<file path="src/rtl/core/spit_pkg.sv">
// Package for the speed profile interpolation table.
// Holds op codes, status codes, field widths and the queue word type.
// No dependencies.
`timescale 1ns / 1ps
package spit_pkg;
	localparam int STEP_W = 10;
	localparam int SPEED_W = 24;
	localparam int DEF_ENTRIES = 32;
	localparam int DEF_FULL_SCALE = 1000;

	typedef enum logic [1:0] {
		OP_WRITE = 2'd0,
		OP_DELETE = 2'd1,
		OP_CLEAR = 2'd2,
		OP_QUERY = 2'd3
	} op_t;

	typedef enum logic [1:0] {
		ST_OK = 2'd0,
		ST_NO_DATA = 2'd1,
		ST_FULL = 2'd2
	} status_t;

	// one command word between the front and the back
	typedef struct packed {
		op_t op;
		logic [STEP_W-1:0] step;
		logic [SPEED_W-1:0] fwd;
		logic [SPEED_W-1:0] rev;
		logic is_forward;
	} cmd_t;

	// one result word
	typedef struct packed {
		logic [SPEED_W-1:0] speed;
		status_t status;
	} res_t;
endpackage

</file>
<file path="src/rtl/core/spit_front.sv">
// Front part: accept input words and push them into a
// two-entry command queue. Depends on spit_pkg.
`timescale 1ns / 1ps
module spit_front
	import spit_pkg::*;
(
	input logic clk,
	input logic arst_n,
	input logic in_valid,
	output logic in_ready,
	input cmd_t in_cmd,
	output logic q_valid,
	input logic q_ready,
	output cmd_t q_cmd
);
	cmd_t mem_q [2];
	logic wp_q, rp_q;
	logic [1:0] cnt_q;
	logic push, pop;

	assign in_ready = (cnt_q != 2'd2);
	assign push = in_valid && in_ready;
	assign q_valid = (cnt_q != 2'd0);
	assign pop = q_valid && q_ready;
	assign q_cmd = mem_q[rp_q];

	always_ff @(posedge clk) begin
		if (push) mem_q[wp_q] <= in_cmd;
	end

	always_ff @(posedge clk or negedge arst_n) begin
		if (!arst_n) begin
			wp_q <= 1'b0;
			rp_q <= 1'b0;
			cnt_q <= 2'd0;
		end else begin
			if (push) wp_q <= ~wp_q;
			if (pop) rp_q <= ~rp_q;
			cnt_q <= cnt_q + {1'b0, push} - {1'b0, pop};
		end
	end
endmodule

</file>
<file path="src/rtl/core/spit_div.sv">
// Restoring serial divider, one quotient bit per cycle.
// Depends on spit_pkg.
`timescale 1ns / 1ps
module spit_div
	import spit_pkg::*;
#(
	parameter int NW = 48,
	parameter int DW = 14
) (
	input logic clk,
	input logic arst_n,
	input logic start,
	input logic [NW-1:0] num,
	input logic [DW-1:0] den,
	output logic done,
	output logic [NW-1:0] quo
);
	localparam int CW = $clog2(NW + 1);
	logic [NW-1:0] q_q;
	logic [DW:0] r_q;
	logic [DW-1:0] d_q;
	logic [CW-1:0] n_q;
	logic busy_q;
	logic [DW:0] trial;

	assign trial = {r_q[DW-1:0], q_q[NW-1]};
	assign quo = q_q;

	always_ff @(posedge clk or negedge arst_n) begin
		if (!arst_n) begin
			busy_q <= 1'b0;
			done <= 1'b0;
			n_q <= '0;
		end else begin
			done <= 1'b0;
			if (start) begin
				busy_q <= 1'b1;
				n_q <= CW'(NW);
			end else if (busy_q) begin
				n_q <= n_q - 1'b1;
				if (n_q == CW'(1)) begin
					busy_q <= 1'b0;
					done <= 1'b1;
				end
			end
		end
	end

	always_ff @(posedge clk) begin
		if (start) begin
			q_q <= num;
			r_q <= '0;
			d_q <= den;
		end else if (busy_q) begin
			if (trial >= {1'b0, d_q}) begin
				r_q <= trial - {1'b0, d_q};
				q_q <= {q_q[NW-2:0], 1'b1};
			end else begin
				r_q <= trial;
				q_q <= {q_q[NW-2:0], 1'b0};
			end
		end
	end
endmodule

</file>
<file path="src/rtl/core/spit_back.sv">
// Back part: table storage, scan for neighbor keys, interpolation through
// the serial divider, and the result register. Depends on spit_pkg, spit_div.
`timescale 1ns / 1ps
module spit_back
	import spit_pkg::*;
#(
	parameter int TABLE_ENTRIES = DEF_ENTRIES,
	parameter int FULL_SCALE_STEP = DEF_FULL_SCALE
) (
	input logic clk,
	input logic arst_n,
	input logic q_valid,
	output logic q_ready,
	input cmd_t q_cmd,
	output logic res_valid,
	input logic res_ready,
	output res_t res
);
	localparam int IW = (TABLE_ENTRIES > 1) ? $clog2(TABLE_ENTRIES) : 1;
	localparam int CW = $clog2(TABLE_ENTRIES + 2);
	localparam int KW = (FULL_SCALE_STEP >= 1024) ? 14 : 12;
	localparam int NW = SPEED_W + KW + 2;
	localparam int DW = KW;

	typedef enum logic [6:0] {
		S_IDLE = 7'b0000001,
		S_SCAN = 7'b0000010,
		S_EVAL = 7'b0000100,
		S_MUL = 7'b0001000,
		S_DIV = 7'b0010000,
		S_FIN = 7'b0100000,
		S_OUT = 7'b1000000
	} state_t;

	state_t st_q;
	logic [TABLE_ENTRIES-1:0] valid_q;
	logic [STEP_W-1:0] key_m [TABLE_ENTRIES];
	logic [SPEED_W-1:0] fwd_m [TABLE_ENTRIES];
	logic [SPEED_W-1:0] rev_m [TABLE_ENTRIES];
	logic has_fwd_q, has_rev_q;
	cmd_t cmd_q;
	logic [CW-1:0] idx_q;
	logic [IW-1:0] idx;
	// registered read of the entry addressed in the previous cycle
	logic [STEP_W-1:0] rk_s1;
	logic [SPEED_W-1:0] rf_s1, rr_s1;
	logic rv_s1;
	logic [IW-1:0] i_s1;
	logic dir_q, second_q;

	// scan results
	logic hit_q, free_ok_q;
	logic [IW-1:0] hit_i_q, free_i_q;
	logic [SPEED_W-1:0] hit_f_q, hit_r_q;
	logic fh_q, fl_q, rh_q, rl_q;
	logic [STEP_W-1:0] fhk_q, flk_q, rhk_q, rlk_q;
	logic [SPEED_W-1:0] fhv_q, flv_q, rhv_q, rlv_q;

	// arithmetic job
	logic neg_q;
	logic [SPEED_W:0] mag_q;
	logic [KW-1:0] mulb_q, den_q;
	logic [SPEED_W-1:0] base_q;
	logic sat_q;
	logic [NW-1:0] prod_q;
	logic div_start, div_done;
	logic [NW-1:0] quo;
	logic [SPEED_W-1:0] speed_q;
	status_t status_q;
	logic [SPEED_W-1:0] dir_val;
	logic dir_imm;

	assign idx = idx_q[IW-1:0];
	assign q_ready = (st_q == S_IDLE);
	assign res_valid = (st_q == S_OUT);
	assign res.speed = speed_q;
	assign res.status = status_q;

	spit_div #(.NW(NW), .DW(DW)) u_div (
		.clk(clk), .arst_n(arst_n), .start(div_start),
		.num(prod_q), .den(den_q), .done(div_done), .quo(quo)
	);

	// set up one direction: either an immediate value or a mul/div job
	logic [STEP_W-1:0] s;
	logic imm;
	logic [SPEED_W-1:0] immv;
	logic j_neg, j_sat;
	logic [SPEED_W:0] j_mag;
	logic [KW-1:0] j_b, j_d;
	logic [SPEED_W-1:0] j_base;
	always_comb begin
		s = cmd_q.step;
		imm = 1'b1;
		immv = '0;
		j_neg = 1'b0;
		j_sat = 1'b0;
		j_mag = '0;
		j_b = '0;
		j_d = KW'(1);
		j_base = '0;
		if (dir_q) begin
			if (hit_q) immv = hit_f_q;
			else if (fh_q) begin
				imm = 1'b0;
				if (fl_q) begin
					j_neg = fhv_q < flv_q;
					j_mag = j_neg ? {1'b0, flv_q} - {1'b0, fhv_q}
						: {1'b0, fhv_q} - {1'b0, flv_q};
					j_b = KW'(s) - KW'(flk_q);
					j_d = KW'(fhk_q) - KW'(flk_q);
					j_base = flv_q;
				end else begin
					j_mag = {1'b0, fhv_q};
					j_b = KW'(s);
					j_d = KW'(fhk_q);
				end
			end
		end else begin
			if (s == '0 || !has_rev_q) immv = '0;
			else if (hit_q && hit_r_q != '0) immv = hit_r_q;
			else if (!rl_q) begin
				if (rh_q) begin
					imm = 1'b0;
					j_mag = {1'b0, rhv_q};
					j_b = KW'(s);
					j_d = KW'(rhk_q);
				end
			end else if (!rh_q) begin
				if (KW'(rlk_q) >= KW'(FULL_SCALE_STEP)) immv = rlv_q;
				else begin
					imm = 1'b0;
					j_sat = 1'b1;
					j_mag = {1'b0, rlv_q};
					j_b = KW'(FULL_SCALE_STEP) - KW'(rlk_q) - KW'(rlk_q) + KW'(s);
					j_d = KW'(FULL_SCALE_STEP) - KW'(rlk_q);
				end
			end else begin
				imm = 1'b0;
				j_neg = rhv_q < rlv_q;
				j_mag = j_neg ? {1'b0, rlv_q} - {1'b0, rhv_q}
					: {1'b0, rhv_q} - {1'b0, rlv_q};
				j_b = KW'(s) - KW'(rlk_q);
				j_d = KW'(rhk_q) - KW'(rlk_q);
				j_base = rlv_q;
			end
		end
		dir_imm = imm;
		dir_val = immv;
	end

	// finish of a job: add the offset to base or subtract it, or saturate
	logic [SPEED_W-1:0] job_val;
	logic [NW-1:0] sum;
	always_comb begin
		sum = neg_q ? NW'(base_q) - quo : NW'(base_q) + quo;
		if (sat_q) job_val = (quo > NW'(24'hFFFFFF)) ? 24'hFFFFFF : quo[SPEED_W-1:0];
		else job_val = sum[SPEED_W-1:0];
	end

	// divider input needs prod before start: start in the cycle after MUL
	logic div_go_q;
	assign div_start = div_go_q;

	always_ff @(posedge clk) begin
		if (st_q == S_IDLE && q_valid) cmd_q <= q_cmd;
		rk_s1 <= key_m[idx];
		rf_s1 <= fwd_m[idx];
		rr_s1 <= rev_m[idx];
		rv_s1 <= valid_q[idx];
		i_s1 <= idx;
		if (st_q == S_EVAL) begin
			neg_q <= j_neg;
			sat_q <= j_sat;
			mag_q <= j_mag;
			mulb_q <= j_b;
			den_q <= j_d;
			base_q <= j_base;
		end
		if (st_q == S_MUL) prod_q <= NW'(mag_q) * NW'(mulb_q);
		if (st_q == S_SCAN && cmd_q.op == OP_WRITE && idx_q == CW'(TABLE_ENTRIES + 1)) begin
			if (hit_q || free_ok_q) begin
				key_m[hit_q ? hit_i_q : free_i_q] <= cmd_q.step;
				fwd_m[hit_q ? hit_i_q : free_i_q] <= cmd_q.fwd;
				rev_m[hit_q ? hit_i_q : free_i_q] <= cmd_q.rev;
			end
		end
	end

	always_ff @(posedge clk or negedge arst_n) begin
		if (!arst_n) begin
			st_q <= S_IDLE;
			valid_q <= '0;
			has_fwd_q <= 1'b0;
			has_rev_q <= 1'b0;
			idx_q <= '0;
			dir_q <= 1'b0;
			second_q <= 1'b0;
			hit_q <= 1'b0;
			free_ok_q <= 1'b0;
			fh_q <= 1'b0; fl_q <= 1'b0; rh_q <= 1'b0; rl_q <= 1'b0;
			speed_q <= '0;
			status_q <= ST_OK;
			div_go_q <= 1'b0;
		end else begin
			unique case (st_q)
				S_IDLE: begin
					if (q_valid) begin
						st_q <= S_SCAN;
						idx_q <= '0;
						hit_q <= 1'b0; free_ok_q <= 1'b0;
						fh_q <= 1'b0; fl_q <= 1'b0; rh_q <= 1'b0; rl_q <= 1'b0;
						dir_q <= q_cmd.is_forward;
						second_q <= 1'b0;
					end
				end
				S_SCAN: begin
					if (idx_q != CW'(TABLE_ENTRIES + 1)) begin
						idx_q <= idx_q + 1'b1;
						// the read stage holds entry idx_q - 1
						if (idx_q != '0) begin
							if (rv_s1) begin
								if (rk_s1 == cmd_q.step && !hit_q) begin
									hit_q <= 1'b1; hit_i_q <= i_s1;
									hit_f_q <= rf_s1; hit_r_q <= rr_s1;
								end
								if (rk_s1 > cmd_q.step && (!fh_q || rk_s1 < fhk_q)) begin
									fh_q <= 1'b1; fhk_q <= rk_s1; fhv_q <= rf_s1;
								end
								if (rk_s1 < cmd_q.step && (!fl_q || rk_s1 > flk_q)) begin
									fl_q <= 1'b1; flk_q <= rk_s1; flv_q <= rf_s1;
								end
								if (rr_s1 != '0 && rk_s1 > cmd_q.step
										&& (!rh_q || rk_s1 < rhk_q)) begin
									rh_q <= 1'b1; rhk_q <= rk_s1; rhv_q <= rr_s1;
								end
								if (rr_s1 != '0 && rk_s1 < cmd_q.step
										&& (!rl_q || rk_s1 > rlk_q)) begin
									rl_q <= 1'b1; rlk_q <= rk_s1; rlv_q <= rr_s1;
								end
							end else if (!free_ok_q) begin
								free_ok_q <= 1'b1; free_i_q <= i_s1;
							end
						end
					end else begin
						speed_q <= '0;
						status_q <= ST_OK;
						priority case (cmd_q.op)
							OP_WRITE: begin
								st_q <= S_OUT;
								if (hit_q || free_ok_q) begin
									valid_q[hit_q ? hit_i_q : free_i_q] <= 1'b1;
									if (cmd_q.fwd != '0) has_fwd_q <= 1'b1;
									if (cmd_q.rev != '0) has_rev_q <= 1'b1;
								end else status_q <= ST_FULL;
							end
							OP_DELETE: begin
								st_q <= S_OUT;
								if (hit_q) valid_q[hit_i_q] <= 1'b0;
							end
							OP_CLEAR: begin
								st_q <= S_OUT;
								valid_q <= '0;
								has_fwd_q <= 1'b0;
								has_rev_q <= 1'b0;
							end
							default: st_q <= S_EVAL;
						endcase
					end
				end
				S_EVAL: begin
					if (dir_imm) begin
						if (dir_val != '0) begin
							speed_q <= dir_val; st_q <= S_OUT;
						end else if (!second_q) begin
							second_q <= 1'b1; dir_q <= ~dir_q;
						end else begin
							status_q <= ST_NO_DATA; st_q <= S_OUT;
						end
					end else st_q <= S_MUL;
				end
				S_MUL: begin
					st_q <= S_DIV;
					div_go_q <= 1'b1;
				end
				S_DIV: begin
					div_go_q <= 1'b0;
					if (div_done) st_q <= S_FIN;
				end
				S_FIN: begin
					if (job_val != '0) begin
						speed_q <= job_val; st_q <= S_OUT;
					end else if (!second_q) begin
						second_q <= 1'b1; dir_q <= ~dir_q; st_q <= S_EVAL;
					end else begin
						status_q <= ST_NO_DATA; st_q <= S_OUT;
					end
				end
				S_OUT: begin
					if (res_ready) st_q <= S_IDLE;
				end
				default: st_q <= S_IDLE;
			endcase
		end
	end
endmodule

</file>
<file path="src/rtl/core/speed_profile_interpolation_table.sv">
// Top level of the speed profile interpolation table.
// Depends on spit_pkg, spit_front, spit_back.
//
// Usage:
//  s_axis carries one command word: op, step, forward/reverse speed, and
//  the query direction in tuser. m_axis returns exactly one word per
//  command: speed and status.
//  Every command scans all TABLE_ENTRIES entries, one per cycle, behind a
//  registered read; write, delete and clear end after the scan. A query
//  that interpolates adds, for each direction tried, a multiply and a
//  38-bit serial divide (40-bit when FULL_SCALE_STEP is 1024 or more), one
//  quotient bit per cycle. The scan over the table and the divider set the
//  rate; one command is worked on at a time.
//  A two-word queue in front lets the sender post commands while the back
//  part is busy or its result is stalled.
//  Reset empties the table and clears both has-speed flags.
//  When the receiver stalls, hold the result word in place; the queue
//  keeps taking words until it is full.
`timescale 1ns / 1ps
module speed_profile_interpolation_table
	import spit_pkg::*;
#(
	parameter int TABLE_ENTRIES = DEF_ENTRIES,
	parameter int FULL_SCALE_STEP = DEF_FULL_SCALE
) (
	input logic clk,
	input logic arst_n,
	input logic s_axis_tvalid,
	output logic s_axis_tready,
	input logic [63:0] s_axis_tdata, // op, step, forward_speed, reverse_speed
	input logic s_axis_tuser, // is_forward
	output logic m_axis_tvalid,
	input logic m_axis_tready,
	output logic [31:0] m_axis_tdata // speed, status
);
	cmd_t in_cmd, q_cmd;
	logic q_valid, q_ready;
	res_t res;

	// unpack the input word
	assign in_cmd.op = op_t'(s_axis_tdata[1:0]);
	assign in_cmd.step = s_axis_tdata[11:2];
	assign in_cmd.fwd = s_axis_tdata[35:12];
	assign in_cmd.rev = s_axis_tdata[59:36];
	assign in_cmd.is_forward = s_axis_tuser;

	spit_front u_front (
		.clk(clk), .arst_n(arst_n),
		.in_valid(s_axis_tvalid), .in_ready(s_axis_tready), .in_cmd(in_cmd),
		.q_valid(q_valid), .q_ready(q_ready), .q_cmd(q_cmd)
	);

	spit_back #(
		.TABLE_ENTRIES(TABLE_ENTRIES), .FULL_SCALE_STEP(FULL_SCALE_STEP)
	) u_back (
		.clk(clk), .arst_n(arst_n),
		.q_valid(q_valid), .q_ready(q_ready), .q_cmd(q_cmd),
		.res_valid(m_axis_tvalid), .res_ready(m_axis_tready), .res(res)
	);

	assign m_axis_tdata = {6'd0, res.status, res.speed};

	// no data is reported with a zero speed
	a_nodata_zero: assert property (@(posedge clk) disable iff (!arst_n)
		m_axis_tvalid && m_axis_tdata[25:24] == ST_NO_DATA |-> m_axis_tdata[23:0] == '0)
		else $error("no-data result carries a speed");
	// a stalled result holds
	a_res_hold: assert property (@(posedge clk) disable iff (!arst_n)
		m_axis_tvalid && !m_axis_tready |=> m_axis_tvalid && $stable(m_axis_tdata))
		else $error("result changed while stalled");
	// status never takes the unused code
	a_status_code: assert property (@(posedge clk) disable iff (!arst_n)
		m_axis_tvalid |-> m_axis_tdata[25:24] != 2'd3)
		else $error("bad status code");
endmodule
</file>
<file path="config.mk">
export PLATFORM = sky130hd
export DESIGN_NAME = speed_profile_interpolation_table
export DESIGN_NICKNAME = d
export VERILOG_FILES = /design/src/rtl/core/spit_pkg.sv /design/src/rtl/core/spit_front.sv /design/src/rtl/core/spit_div.sv /design/src/rtl/core/spit_back.sv /design/src/rtl/core/speed_profile_interpolation_table.sv
export SDC_FILE = /design/constraint.sdc
export NUM_CORES = 2
export LEC_CHECK = 0
export BUFFER_PORTS_ARGS = -buffer_cell sky130_fd_sc_hd__buf_2
export CAP_MARGIN = 25
export CORE_ASPECT_RATIO = 0.8
export CORE_MARGIN = 1
export CORE_UTILIZATION = 50
export DETAILED_ROUTE_END_ITERATION = 6
export HOLD_SLACK_MARGIN = 0.1
export PLACE_DENSITY_LB_ADDON = 0.12
export SETUP_SLACK_MARGIN = 0.2
export SLEW_MARGIN = 25
export SYNTH_ARGS = -nofsm -noshare
export SYNTH_HDL_FRONTEND = slang
export SYNTH_HIERARCHICAL = 1
export SYNTH_SLANG_ARGS = --single-unit
</file>
<file path="constraint.sdc">
create_clock -name clk -period 8.4 [get_ports clk]
set_clock_uncertainty 0.1 [all_clocks]
set_input_delay 0.42 -clock clk [delete_from_list [all_inputs] [get_ports clk]]
set_output_delay 0.42 -clock clk [all_outputs]
set_load 0.01 [all_outputs]
</file>
==> impl_metrics.json <==
{
  "die_h_um": 436.0,
  "wl_per_cell_um": 30.11,
  "antenna_found_initial": 8,
  "period_share": 0.7940,
  "rows": 158,
  "filler_cell_count": 18180,
  "cts_root_buffer": "clkbuf_16",
  "syn_area_sq_mm": 0.1177,
  "postRouteAntennaNets": 0,
  "p_leak_nw": 46.04,
  "worst_slack_ns": 1.730,
  "path_class": "reg2reg",
  "cp_num_buf_inv": 2,
  "rsz0062_at_grt": "false",
  "viasPerCell": 6.221,
  "syn_avg_cell_area_sq_um": 16.40,
  "worstSkewPairLatency_ns": 0.86,
  "pre_cts_ws_ns": 1.699,
  "cts_setup_buffers": 0,
  "drtIter0Drc": 7472,
  "slew_headroom": 0.2416,
  "drc": 0,
  "critPathMaxFanout": 25,
  "ys.warnings.count": 6,
  "ys_seq_elements": 2562,
  "ys_seq_area_frac": 0.6433,
  "nets": 8056,
  "grt_usage": 0.2746,
  "die_area_sq_mm": 0.2373,
  "crit_slowest_cell": "edfxtp_1",
  "synth_edf_count": 2393,
  "ys.flop_type": "edfxtp_1",
  "cp.required_ns": 8.84,
  "met2_length_um": 148600,
  "cts.clk_slew.worst_paths_ns": 0.07,
  "fmax_mhz": 149.9,
  "hp-class": "in2reg",
  "seqCellArea_sq_mm": 0.07574,
  "top_layer_used": "met5",
  "fin_crit_ns": 6.670,
  "area_growth_pct": 11.77,
  "io_pins": 103,
  "grt.overflow.total": 0,
  "powerDensity_mw_per_mm2": 316.6,
  "crit_family": "adder cells",
  "status": "completed",
  "drt_first_pass_iters": 6,
  "arrival_ns": 7.11,
  "port_buffers": 92,
  "maxSlewViolCount": 0,
  "worst_pin_slew_ns": 1.138,
  "totalWireLength_um": 323500,
  "finalSetupViolCount": 0,
  "crit_path_start_kind": "register",
  "die_x_um": 544.4,
  "grt_pass1_vias": 66720,
  "cp_common_cell": "fa_1",
  "wl_met1_um": 138300,
  "grt_pass1_wl_um": 469200,
  "async_flop_share": 0.03630,
  "ir_drop_mv": 0.4383,
  "place_congestion": 0.9673,
  "wl_met3_um": 25010,
  "tns_ns": 0,
  "vias": 66840,
  "cts_made_buffers": 266,
  "initial_core_util": 0.5054,
  "critPathMaxStageDelay_ns": 1.04,
  "cts_sinks": 2562,
  "drive_gt1_frac": 0.1964,
  "hold_violations": 0,
  "diodes": 0,
  "synth_cell_type_count": 99,
  "worstPathCellList": "and2_1, fa_1, fa_1, fa_1, fa_1, inv_1, fa_1, inv_1, ha_1, a21oi_1, nor2_1, a21oi_1, o21ai_0, o2111ai_1, a21oi_1, or2_2, a311oi_1, nor2_1, o41ai_1, xnor2_1",
  "core_area_sq_mm": 0.2329,
  "grt_max_degree": 145,
  "drv_cap": 0,
  "cts_tree": "yes",
  "critPathCaptureType": "register",
  "dp_hpwl_um": 194300,
  "syn_inst": 7177,
  "htree_levels": 5,
  "clockBufferDepth": 4,
  "multi_input_area_sq_mm": 0.03907
}
[cells in the mapped netlist (58+ instances only)]
cell,n,area (sq um)
fa_1,241,4825
ha_1,316,3954
clkbuf_1,276,1036
mux4_2,590,13290
dfrtp_1,92,2302
a21o_1,102,765.7
mux2_4,59,885.9
o22ai_1,66,412.9
a21oi_1,333,1667
and2_1,103,644.4
nor3_1,62,310.3
inv_1,485,1821
nand2_1,406,1524
dfxtp_1,76,1521
xor2_1,58,508.0
xnor2_1,114,998.5
mux2_2,110,1239
o21ai_0,205,1026
nor2_1,255,957.2
edfxtp_1,2393,71860
[cells by family after synthesis]
kind of cell | Yosys count | synth area share
simple gates | 1151 | 0.04699
other cells | 2 | 0.00006381
xor+xnor | 172 | 0.01280
flops | 2562 | 0.6433
buf+inv | 838 | 0.02805
mux | 804 | 0.1348
fa+ha+maj | 557 | 0.07459
compound gates | 1091 | 0.05947
[final timing paths]
check / startpoint / to / slack [ns] / cells past startpoint
min in group asynchronous: arst_n / u_back/valid_q[28]$_DFFE_PN0P_ / 0.33 / 3
worst min-delay path: s_axis_tdata[42] / u_front/mem_q[1][7]$_DFFE_PP_ / 0.17 / 2
worst max-delay path: u_back/mulb_q[10]$_DFFE_PP_ / u_back/prod_q[27]$_DFFE_PP_ / 1.73 / 20
worst max register to register: u_back/mulb_q[10]$_DFFE_PP_ / u_back/prod_q[27]$_DFFE_PP_ / 1.73 / 20
max in group asynchronous: arst_n / u_back/div_go_q$_DFFE_PN0P_ / 6.69 / 4
worst min register to register: u_back/den_q[2]$_DFFE_PP_ / u_back/u_div/d_q[2]$_DFFE_PP_ / 0.32 / 0
[registers in the layout (all words and copies together) (netlist names), 25 cells and up]
name / count
u_back/mag_q: 25
u_back/prod_q: 37
u_back/valid_q: 32
u_front/mem_q: 122
u_back/cmd_q: 50
u_back/rev_m: 768
u_back/key_m: 320
u_back/fwd_m: 768
u_back/u_div/quo: 38
[cell usage in the layout (no fill, tap or decap), types with 60 or more instances in the layout]
| cell type | count |
|---|---|
| edfxtp_1 | 2393 |
| mux4_2 | 590 |
| inv_1 | 485 |
| nand2_1 | 406 |
| a21oi_1 | 333 |
| ha_1 | 314 |
| clkbuf_16 | 273 |
| fa_1 | 241 |
| nor2_1 | 218 |
| o21ai_0 | 205 |
| buf_4 | 143 |
| xnor2_1 | 114 |
| mux2_2 | 110 |
| and2_1 | 102 |
| a21o_1 | 102 |
| buf_2 | 91 |
| dfrtp_1 | 85 |
| dfxtp_1 | 76 |
| o22ai_1 | 66 |
| dlygate4sd3_1 | 65 |
| nor3_1 | 60 |
[where the power goes]
group	leakage (nW)	switching, mW	internal (mW)
registers	23.5	1.22	16.3
clock network	4.04	4.86	6.53
logic	18.5	7.02	5.77
total	46.0	13.1	28.6
[per-stage QoR]
stage	cells	hold WS (ns)	cell area, sq um	total power [mW]	utilization
after global placement	10200	0.1663	122200	30.30	0.5249
after global routing	10740	0.1471	131500	43.69	0.5649
after detailed placement	10200	0.1708	122300	30.46	0.5253
after floorplan	7182	0.02441	117700	26.52	-
final	10740	0.1749	131500	41.65	0.5649
after CTS	10730	0.1091	131300	41.92	0.5637
[routing by layer]
metal / vias to the layer above / global-route usage
met4: 2 / 0.09189
met3: 546 / 0.04160
met1: 35260 / 0.4031
met2: 2795 / 0.4220
li1: 28230 / -
met5: - / 0
[area by class of cell]
| class | count | share of cell area |
|---|---|---|
| sequential | 2562 | 0.5757 |
| tap | 3120 | 0.02968 |
| timing repair buffer | 332 | 0.02069 |
| clock inverter | 121 | 0.007666 |
| clock buffer | 341 | 0.05532 |
| multi-input combinational | 3782 | 0.2970 |
| inverter | 486 | 0.01387 |
[repair_timing]
action                                 in CTS  in global routing
hold buffers                               65                  0
gates resized for setup                     0                  0
endpoints found under the hold margin     200                  0
Note: power is estimated with default switching activity, not from simulation.
